### src/rtl/core/sqtc_pkg.sv
// Shared types and constants of the square transposition cipher unit.
`default_nettype none

package sqtc_pkg;

    localparam int MAX_LEN_DEF = 49;

    // Side length of the square; fits the largest supported store (8 x 8).
    localparam int SIDE_W = 4;
    // Width of a scan position row*side+col, at most side*side-1.
    localparam int POS_W = 6;
    // Width of side*side.
    localparam int SQ_W = 2 * SIDE_W;

    localparam logic [7:0] SPACE_CHAR = 8'h20;

    // Register index taken from paddr[2].
    localparam logic CFG_IDX_SPACED = 1'b0;

    typedef enum logic [2:0] {
        ST_IDLE,
        ST_START,
        ST_SIDE,
        ST_SCAN,
        ST_CHAR,
        ST_SPACE,
        ST_EMPTY
    } sqtc_state_t;

    typedef struct packed {
        logic load;       // store the offered text byte
        logic run_init;   // clear side and scan counters
        logic side_inc;   // grow the side length by one
        logic scan_step;  // read at the current position if valid, then advance
        logic char_done;  // one cipher character was taken
        logic run_clear;  // the run is over, forget the text
        logic out_valid;
        logic out_space;
        logic out_empty;
    } sqtc_cmd_t;

    typedef struct packed {
        logic count_zero; // nothing kept
        logic side_short; // side*side below the kept count
        logic pos_hit;    // current position lies inside the text
        logic is_last;    // the character on offer is the final one
        logic grp_full;   // the character on offer closes a group of side
    } sqtc_status_t;

endpackage

`default_nettype wire

### src/rtl/core/sqtc_datapath.sv
// Datapath: character filter, text store, side search and column scan counters.
`default_nettype none

module sqtc_datapath
    import sqtc_pkg::*;
#(
    parameter int MAX_LEN = MAX_LEN_DEF
)
(
    input  wire logic          clk,
    input  wire logic          rst_n,
    input  wire logic [7:0]    text_byte,
    input  wire sqtc_cmd_t     cmd,
    output sqtc_status_t       status,
    output logic [7:0]         out_byte,
    output logic [SIDE_W-1:0]  column_count,
    output logic               overflow_seen
);

    localparam int CNT_W = $clog2(MAX_LEN + 1);
    localparam int AW    = (MAX_LEN > 1) ? $clog2(MAX_LEN) : 1;

    logic [7:0]        text_mem [MAX_LEN];
    logic [7:0]        rd_data_reg;

    logic [CNT_W-1:0]  cnt_reg, cnt_next;
    logic              ovf_reg, ovf_next;
    logic [SIDE_W-1:0] side_reg, side_next;
    logic [SIDE_W-1:0] row_reg, row_next;
    logic [SIDE_W-1:0] col_reg, col_next;
    logic [POS_W-1:0]  pos_reg, pos_next;
    logic [CNT_W-1:0]  emit_reg, emit_next;
    logic [SIDE_W-1:0] grp_reg, grp_next;

    logic              keep;
    logic [7:0]        kept_char;
    logic              full;
    logic              mem_we;
    logic [SQ_W-1:0]   side_sq;
    logic [SIDE_W-1:0] row_inc;
    logic [SIDE_W-1:0] col_inc;
    logic [SIDE_W-1:0] grp_inc;
    logic [CNT_W-1:0]  emit_inc;

    // Upper-case letters are lowered; everything but letters and digits is dropped.
    always_comb
    begin
        keep      = 1'b1;
        kept_char = text_byte;
        if (text_byte inside {[8'h41:8'h5A]})
            kept_char = text_byte + 8'h20;
        else if (!(text_byte inside {[8'h61:8'h7A], [8'h30:8'h39]}))
            keep = 1'b0;
    end

    assign full     = (cnt_reg == CNT_W'(MAX_LEN));
    assign mem_we   = cmd.load && keep && !full;
    assign side_sq  = SQ_W'(side_reg) * SQ_W'(side_reg);
    assign row_inc  = row_reg + SIDE_W'(1);
    assign col_inc  = col_reg + SIDE_W'(1);
    assign grp_inc  = grp_reg + SIDE_W'(1);
    assign emit_inc = emit_reg + CNT_W'(1);

    assign status.count_zero = (cnt_reg == '0);
    assign status.side_short = (side_sq < SQ_W'(cnt_reg));
    assign status.pos_hit    = (pos_reg < POS_W'(cnt_reg));
    assign status.is_last    = (emit_inc == cnt_reg);
    assign status.grp_full   = (grp_inc == side_reg);

    always_ff @(posedge clk)
    begin
        if (mem_we)
            text_mem[cnt_reg[AW-1:0]] <= kept_char;
        if (cmd.scan_step && status.pos_hit)
            rd_data_reg <= text_mem[pos_reg[AW-1:0]];
    end

    always_comb
    begin
        cnt_next  = cnt_reg;
        ovf_next  = ovf_reg;
        side_next = side_reg;
        row_next  = row_reg;
        col_next  = col_reg;
        pos_next  = pos_reg;
        emit_next = emit_reg;
        grp_next  = grp_reg;

        if (mem_we)
            cnt_next = cnt_reg + CNT_W'(1);
        if (cmd.load && keep && full)
            ovf_next = 1'b1;
        if (cmd.run_clear)
        begin
            cnt_next = '0;
            ovf_next = 1'b0;
        end

        if (cmd.run_init)
        begin
            side_next = '0;
            row_next  = '0;
            col_next  = '0;
            pos_next  = '0;
            emit_next = '0;
            grp_next  = '0;
        end
        if (cmd.side_inc)
            side_next = side_reg + SIDE_W'(1);

        // Walk down the column; at its foot move to the top of the next one.
        if (cmd.scan_step)
        begin
            if (row_inc == side_reg)
            begin
                row_next = '0;
                col_next = col_inc;
                pos_next = POS_W'(col_inc);
            end
            else
            begin
                row_next = row_inc;
                pos_next = pos_reg + POS_W'(side_reg);
            end
        end

        if (cmd.char_done)
        begin
            emit_next = emit_inc;
            grp_next  = status.grp_full ? '0 : grp_inc;
        end
    end

    always_ff @(posedge clk or negedge rst_n)
    begin
        if (!rst_n)
        begin
            cnt_reg  <= '0;
            ovf_reg  <= 1'b0;
            side_reg <= '0;
            row_reg  <= '0;
            col_reg  <= '0;
            pos_reg  <= '0;
            emit_reg <= '0;
            grp_reg  <= '0;
        end
        else
        begin
            cnt_reg  <= cnt_next;
            ovf_reg  <= ovf_next;
            side_reg <= side_next;
            row_reg  <= row_next;
            col_reg  <= col_next;
            pos_reg  <= pos_next;
            emit_reg <= emit_next;
            grp_reg  <= grp_next;
        end
    end

    always_comb
    begin
        if (cmd.out_space)
            out_byte = SPACE_CHAR;
        else if (cmd.out_empty)
            out_byte = 8'h00;
        else
            out_byte = rd_data_reg;
    end

    assign column_count  = side_reg;
    assign overflow_seen = ovf_reg;

endmodule

`default_nettype wire

### src/rtl/core/sqtc_controller.sv
// Controller: sequences loading, side search, column scan and result hand-off.
`default_nettype none

module sqtc_controller
    import sqtc_pkg::*;
(
    input  wire logic         clk,
    input  wire logic         rst_n,
    input  wire logic         in_valid,
    input  wire logic         in_last,
    output logic              in_ready,
    input  wire logic         out_ready,
    input  wire logic         spaced,
    input  wire sqtc_status_t status,
    output sqtc_cmd_t         cmd
);

    sqtc_state_t state_reg, state_next;

    always_comb
    begin
        state_next = state_reg;
        case (state_reg)
            ST_IDLE:
                if (in_valid && in_last)
                    state_next = ST_START;
            ST_START:
                state_next = status.count_zero ? ST_EMPTY : ST_SIDE;
            ST_SIDE:
                if (!status.side_short)
                    state_next = ST_SCAN;
            ST_SCAN:
                if (status.pos_hit)
                    state_next = ST_CHAR;
            ST_CHAR:
                if (out_ready)
                begin
                    if (status.is_last)
                        state_next = ST_IDLE;
                    else if (spaced && status.grp_full)
                        state_next = ST_SPACE;
                    else
                        state_next = ST_SCAN;
                end
            ST_SPACE:
                if (out_ready)
                    state_next = ST_SCAN;
            ST_EMPTY:
                if (out_ready)
                    state_next = ST_IDLE;
            default:
                state_next = ST_IDLE;
        endcase
    end

    always_comb
    begin
        cmd      = '0;
        in_ready = 1'b0;
        case (state_reg)
            ST_IDLE:
            begin
                in_ready = 1'b1;
                cmd.load = in_valid;
            end
            ST_START:
                cmd.run_init = 1'b1;
            ST_SIDE:
                cmd.side_inc = status.side_short;
            ST_SCAN:
                cmd.scan_step = 1'b1;
            ST_CHAR:
            begin
                cmd.out_valid = 1'b1;
                cmd.char_done = out_ready;
                cmd.run_clear = out_ready && status.is_last;
            end
            ST_SPACE:
            begin
                cmd.out_valid = 1'b1;
                cmd.out_space = 1'b1;
            end
            ST_EMPTY:
            begin
                cmd.out_valid = 1'b1;
                cmd.out_empty = 1'b1;
                cmd.run_clear = out_ready;
            end
            default:
                cmd = '0;
        endcase
    end

    always_ff @(posedge clk or negedge rst_n)
    begin
        if (!rst_n)
            state_reg <= ST_IDLE;
        else
            state_reg <= state_next;
    end

endmodule

`default_nettype wire

### src/rtl/core/square_transposition_cipher_unit.sv
// Top level of the square transposition cipher unit: stream ports and register port.
//
// Text bytes enter one per cycle while the unit is idle; letters are lowered, anything
// but letters and digits is dropped, and up to MAX_LEN characters are kept (more set
// the overflow flag). The item marked tlast ends the text: after a setup step the side
// length is searched, then the kept characters leave column by column. Each cipher
// character is a read of the text store, then the result on offer; each position of
// the square past the end of the text costs one more scan step, and each space is
// offered on its own; output stalls hold the flow. No new text is taken until the
// last result of a run has been taken. An empty text yields one result with tuser
// set. Register 0 at byte address 0, bit 0, turns on a space after every side-length
// characters.
`default_nettype none

module square_transposition_cipher_unit
    import sqtc_pkg::*;
#(
    parameter int MAX_LEN = MAX_LEN_DEF
)
(
    input  wire logic        clk,
    input  wire logic        rst_n,
    input  wire logic        s_axis_tvalid,
    output logic             s_axis_tready,
    input  wire logic [7:0]  s_axis_tdata,   // [7:0] text_byte
    input  wire logic        s_axis_tlast,   // end_of_text
    output logic             m_axis_tvalid,
    input  wire logic        m_axis_tready,
    output logic [15:0]      m_axis_tdata,   // [7:0] out_byte, [11:8] column_count,
                                             // [12] overflow_seen, [15:13] zero
    output logic             m_axis_tlast,   // last_out
    output logic             m_axis_tuser,   // empty_text
    input  wire logic        psel,
    input  wire logic        penable,
    input  wire logic        pwrite,
    input  wire logic [2:0]  paddr,
    input  wire logic [31:0] pwdata,
    output logic [31:0]      prdata,
    output logic             pready
);

    sqtc_cmd_t         cmd;
    sqtc_status_t      status;
    logic              spaced_reg, spaced_next;
    logic [7:0]        out_byte;
    logic [SIDE_W-1:0] column_count;
    logic              overflow_seen;

    assign pready = 1'b1;

    always_comb
    begin
        spaced_next = spaced_reg;
        if (psel && penable && pwrite && pready && paddr[2] == CFG_IDX_SPACED)
            spaced_next = pwdata[0];
    end

    always_ff @(posedge clk or negedge rst_n)
    begin
        if (!rst_n)
            spaced_reg <= 1'b0;
        else
            spaced_reg <= spaced_next;
    end

    assign prdata = (paddr[2] == CFG_IDX_SPACED) ? {31'd0, spaced_reg} : 32'd0;

    sqtc_controller u_ctrl (
        .clk       (clk),
        .rst_n     (rst_n),
        .in_valid  (s_axis_tvalid),
        .in_last   (s_axis_tlast),
        .in_ready  (s_axis_tready),
        .out_ready (m_axis_tready),
        .spaced    (spaced_reg),
        .status    (status),
        .cmd       (cmd)
    );

    sqtc_datapath #(
        .MAX_LEN (MAX_LEN)
    ) u_dp (
        .clk           (clk),
        .rst_n         (rst_n),
        .text_byte     (s_axis_tdata),
        .cmd           (cmd),
        .status        (status),
        .out_byte      (out_byte),
        .column_count  (column_count),
        .overflow_seen (overflow_seen)
    );

    assign m_axis_tvalid = cmd.out_valid;
    assign m_axis_tdata  = {3'b000, overflow_seen, column_count, out_byte};
    assign m_axis_tlast  = cmd.out_empty || (!cmd.out_space && status.is_last);
    assign m_axis_tuser  = cmd.out_empty;

endmodule

`default_nettype wire
### config.mk
export PLATFORM = sky130hd
export DESIGN_NAME = square_transposition_cipher_unit
export DESIGN_NICKNAME = d
export VERILOG_FILES = /design/src/rtl/core/sqtc_pkg.sv /design/src/rtl/core/sqtc_datapath.sv /design/src/rtl/core/sqtc_controller.sv /design/src/rtl/core/square_transposition_cipher_unit.sv
export SDC_FILE = /design/constraint.sdc
export NUM_CORES = 1
export LEC_CHECK = 0
export ABC_AREA = 0
export BUFFER_PORTS_ARGS = -buffer_cell sky130_fd_sc_hd__buf_4
export CORE_UTILIZATION = 45
export CTS_CLUSTER_SIZE = 12
export DETAILED_ROUTE_END_ITERATION = 6
export PLACE_DENSITY_LB_ADDON = 0.3
export SYNTH_ARGS = -nofsm -noshare
export SYNTH_HDL_FRONTEND = slang
export SYNTH_SLANG_ARGS = --single-unit
### constraint.sdc
create_clock -name clk -period 4.2 [get_ports clk]
set_clock_uncertainty 0.1 [all_clocks]
set_input_delay 0.21 -clock clk [delete_from_list [all_inputs] [get_ports clk]]
set_output_delay 0.21 -clock clk [all_outputs]
set_load 0.02 [all_outputs]
==> flow_summary.ini <==
[run_status]
status = finished, violations left
violations = design-rule violations

[timing]
fin_crit_ps = 3550
setup_viol = 0
fin_crit_sh_pct = 84.5
timing.fmax_ghz = 0.282
finalMaxSlewViolations = 0
slew_headroom_pct = 11.1
tightest_slew_ps = 1330
tns_ps = 0
grt_setup_unrepaired = no
finalHoldViolCount = 0

[floorplanning]
start_util_pct = 45.9
die_w_um = 207
ios = 104
num_rows = 74
core_region_area_um2 = 41100
die-area_um2 = 42700
die_h_um = 207

[drt]
wl_mm = 39.9
drt_iter0_markers = 1045
num_vias = 9676
vias_per_cell = 5.70
wire_per_inst_um = 23.5
dr.pass1.iters = 7
ant_nets = 0
drc = 15

[logic_synthesis]
ys_seq_elements = 439
synth.avg_cell_area_um2 = 18.1
synth_commonest_cells = 400 x edfxtp_1, 117 x mux4_2, 43 x nor2_1
synth.largest_area_cell = edfxtp_1
ys_top_cells_by_area = edfxtp_1 64%, mux4_2 14%, dfrtp_1 5.2%
yosysTopAreaCellShare_pct = 63.7
synthMostInstantiatedCell = edfxtp_1
yosysUniqueCellTypes = 67
yosysSeqAreaShare_pct = 68.9
synth_cells = 1042
synth_warnings = 0
synthArstFlopShare_pct = 8.88
synthesis.area_um2 = 18900
synthFlopType = edfxtp_1
synth_edf_count = 400

[pwr]
intPower_uw = 8450
total_power_uw = 11700
powerDensity_nw_per_um2 = 548
switching_share_pct = 27.9
p_switching_uw = 3270
clockPowerShare_pct = 33.6
ir_drop_mv = 0.260
combinationalPowerShare_pct = 21.9
seqPwrFrac_pct = 44.5
p_leak_uw = 0.00712

[cells_and_area]
stdcell_count = 1698
area_growth_pct = 13.3
n_antenna_cell = 0
post-route-util_pct = 52.0
final_area_um2 = 21400
fill_cells = 3262
largest_reg_flops = 392
layout-drive-gt1-share_pct = 25.0
nets = 1217

[clocking]
cts_tree = built
cts_sinks = 439
cts-root-buf = clkbuf_16
numCtsBuffers = 46
clkTransAtPathRegs_ps = 60
insertion_delay_ps = 560
cts_setup_buffers = 0
clk_path_buf_depth = 3
post_cts_resized = 0
htreeDepth = 2

[place]
gp_congestion = 0.823
port_buffers = 35
dp.cells = 1617
post-dp-hpwl_mm = 25.3
place_area_um2 = 19900

[global_route]
grt_max_degree = 63
antenna_found_initial = 0
grt_pass1_wl_mm = 59.6
overflow = 0
grt_pass1_vias = 9775
grt_usage_pct = 19.3

[worst_setup_path]
cp_max_fo = 12
cp-end-kind = register
worstPathRequired_ps = 4530
critPathKind = reg -> reg
ff2ff_path_depth = 10
worstPathArrival_ps = 3880
r2r_start = u_dp.column_count[1]
cp-startpoint = u_dp.column_count[1]
start_kind = register

[run]
drv_cap = 0

[worst_hold_path]
hold_path.class = in -> async
==> layout by cell type (no fill, tap or decap), types with 5 or more instances in the layout <==
| cell | Yosys | final |
|---|---|---|
| edfxtp_1 | 400 | 400 |
| mux4_2 | 117 | 117 |
| buf_4 | 40 | 98 |
| clkbuf_16 | 0 | 47 |
| nor2_1 | 43 | 43 |
| dfrtp_1 | 39 | 37 |
| conb_1 | 2 | 35 |
| nand2_1 | 32 | 32 |
| nand3_1 | 30 | 30 |
| a21oi_1 | 28 | 28 |
| ha_1 | 27 | 27 |
| o21ai_0 | 27 | 26 |
| inv_1 | 16 | 16 |
| nor2b_1 | 16 | 16 |
| and2_1 | 16 | 16 |
| clkbuf_1 | 30 | 14 |
| xnor2_1 | 13 | 13 |
| nor3_1 | 13 | 13 |
| xor2_1 | 12 | 12 |
| nand2b_1 | 11 | 10 |
| mux2i_1 | 10 | 10 |
| a21o_1 | 9 | 9 |
| a211oi_1 | 9 | 9 |
| o31ai_1 | 8 | 8 |
| nand4_1 | 6 | 6 |
| o211ai_1 | 6 | 6 |
| a31oi_1 | 5 | 5 |
| clkinv_2 | 1 | 5 |
| clkinv_1 | 1 | 5 |
| nor4_1 | 7 | 5 |
| bufinv_16 | 0 | 5 |
| dlygate4sd3_1 | 0 | 5 |
==> cells by family after synthesis <==
family                   after synthesis  share of synthesized area (%)
flip-flops                           439                           68.9
AND/OR/NAND/NOR                      194                           5.31
multiplexers                         131                           15.0
AO/OA/AOI/OAI                        111                           3.84
buffers and inverters                109                           3.56
adder cells (fa/ha/maj)               28                           1.90
XOR/XNOR                              28                           1.53
other                                  2                         0.0398
==> power by group through the flow <==
stage          combinational [µW]  clock [µW]  sequential [µW]
6_report                     2570        3940             5210
3_5_place_dp                 2580           0             5300
2_1_floorplan                2040           0             5100
3_3_place_gp                 2560           0             5300
4_1_cts                      2590        4020             5210
5_1_grt                      2800        4170             5230
==> routing by layer <==
| metal | up-vias | track usage [%] | part of all wire (%) |
|---|---|---|---|
| met5 | - | 0 | 0 |
| met4 | 0 | 6.60 | 2.3 |
| met3 | 63 | 3.83 | 7.0 |
| met2 | 338 | 30.8 | 48 |
| met1 | 4971 | 26.7 | 42 |
| li1 | 4304 | - | - |
==> cell type report <==
class	count	area, µm²	area share (%)
clock buffers	62	1240	5.81
repair buffers	106	846	3.96
multi-input cells	527	5360	25.1
clock inverters	14	194	0.907
well taps	532	666	3.11
flip-flops and latches	439	13000	60.8
inverters	18	68.8	0.322
==> through the flow <==
stage	setup WS, ps	hold WS [ps]
global placement	736	125
detailed placement	704	128
floorplan	826	-186
global route	462	103
CTS	677	67.3
finish	650	87.0
==> worst paths after layout <==
path,endpoint,slack [ps]
worst max-delay path,u_dp.column_count[2],650
worst min-delay path,u_ctrl.state_reg[2],90
worst max register to register,u_dp.column_count[2],650
worst min register to register,u_dp.grp_reg[3],410
max in group asynchronous,u_dp.pos_reg[1],3490
min in group clk,u_dp.text_mem[42][2],100
==> timing repair <==
item | in CTS | in global routing
endpoints found under the setup margin | 0 | 0
hold buffers | 5 | 0
hold endpoints to repair | 48 | 0
==> worst max-delay path, stage by stage, from the launching register on <==
cell	delay, ps
dfrtp_1	670
nor2b_1	100
ha_1	360
a31oi_1	230
xnor2_1	150
ha_1	270
a211o_1	260
a2111oi_0	570
o211ai_1	350
o211ai_1	260
o31ai_1	100
(Power assumes the default switching activity.)
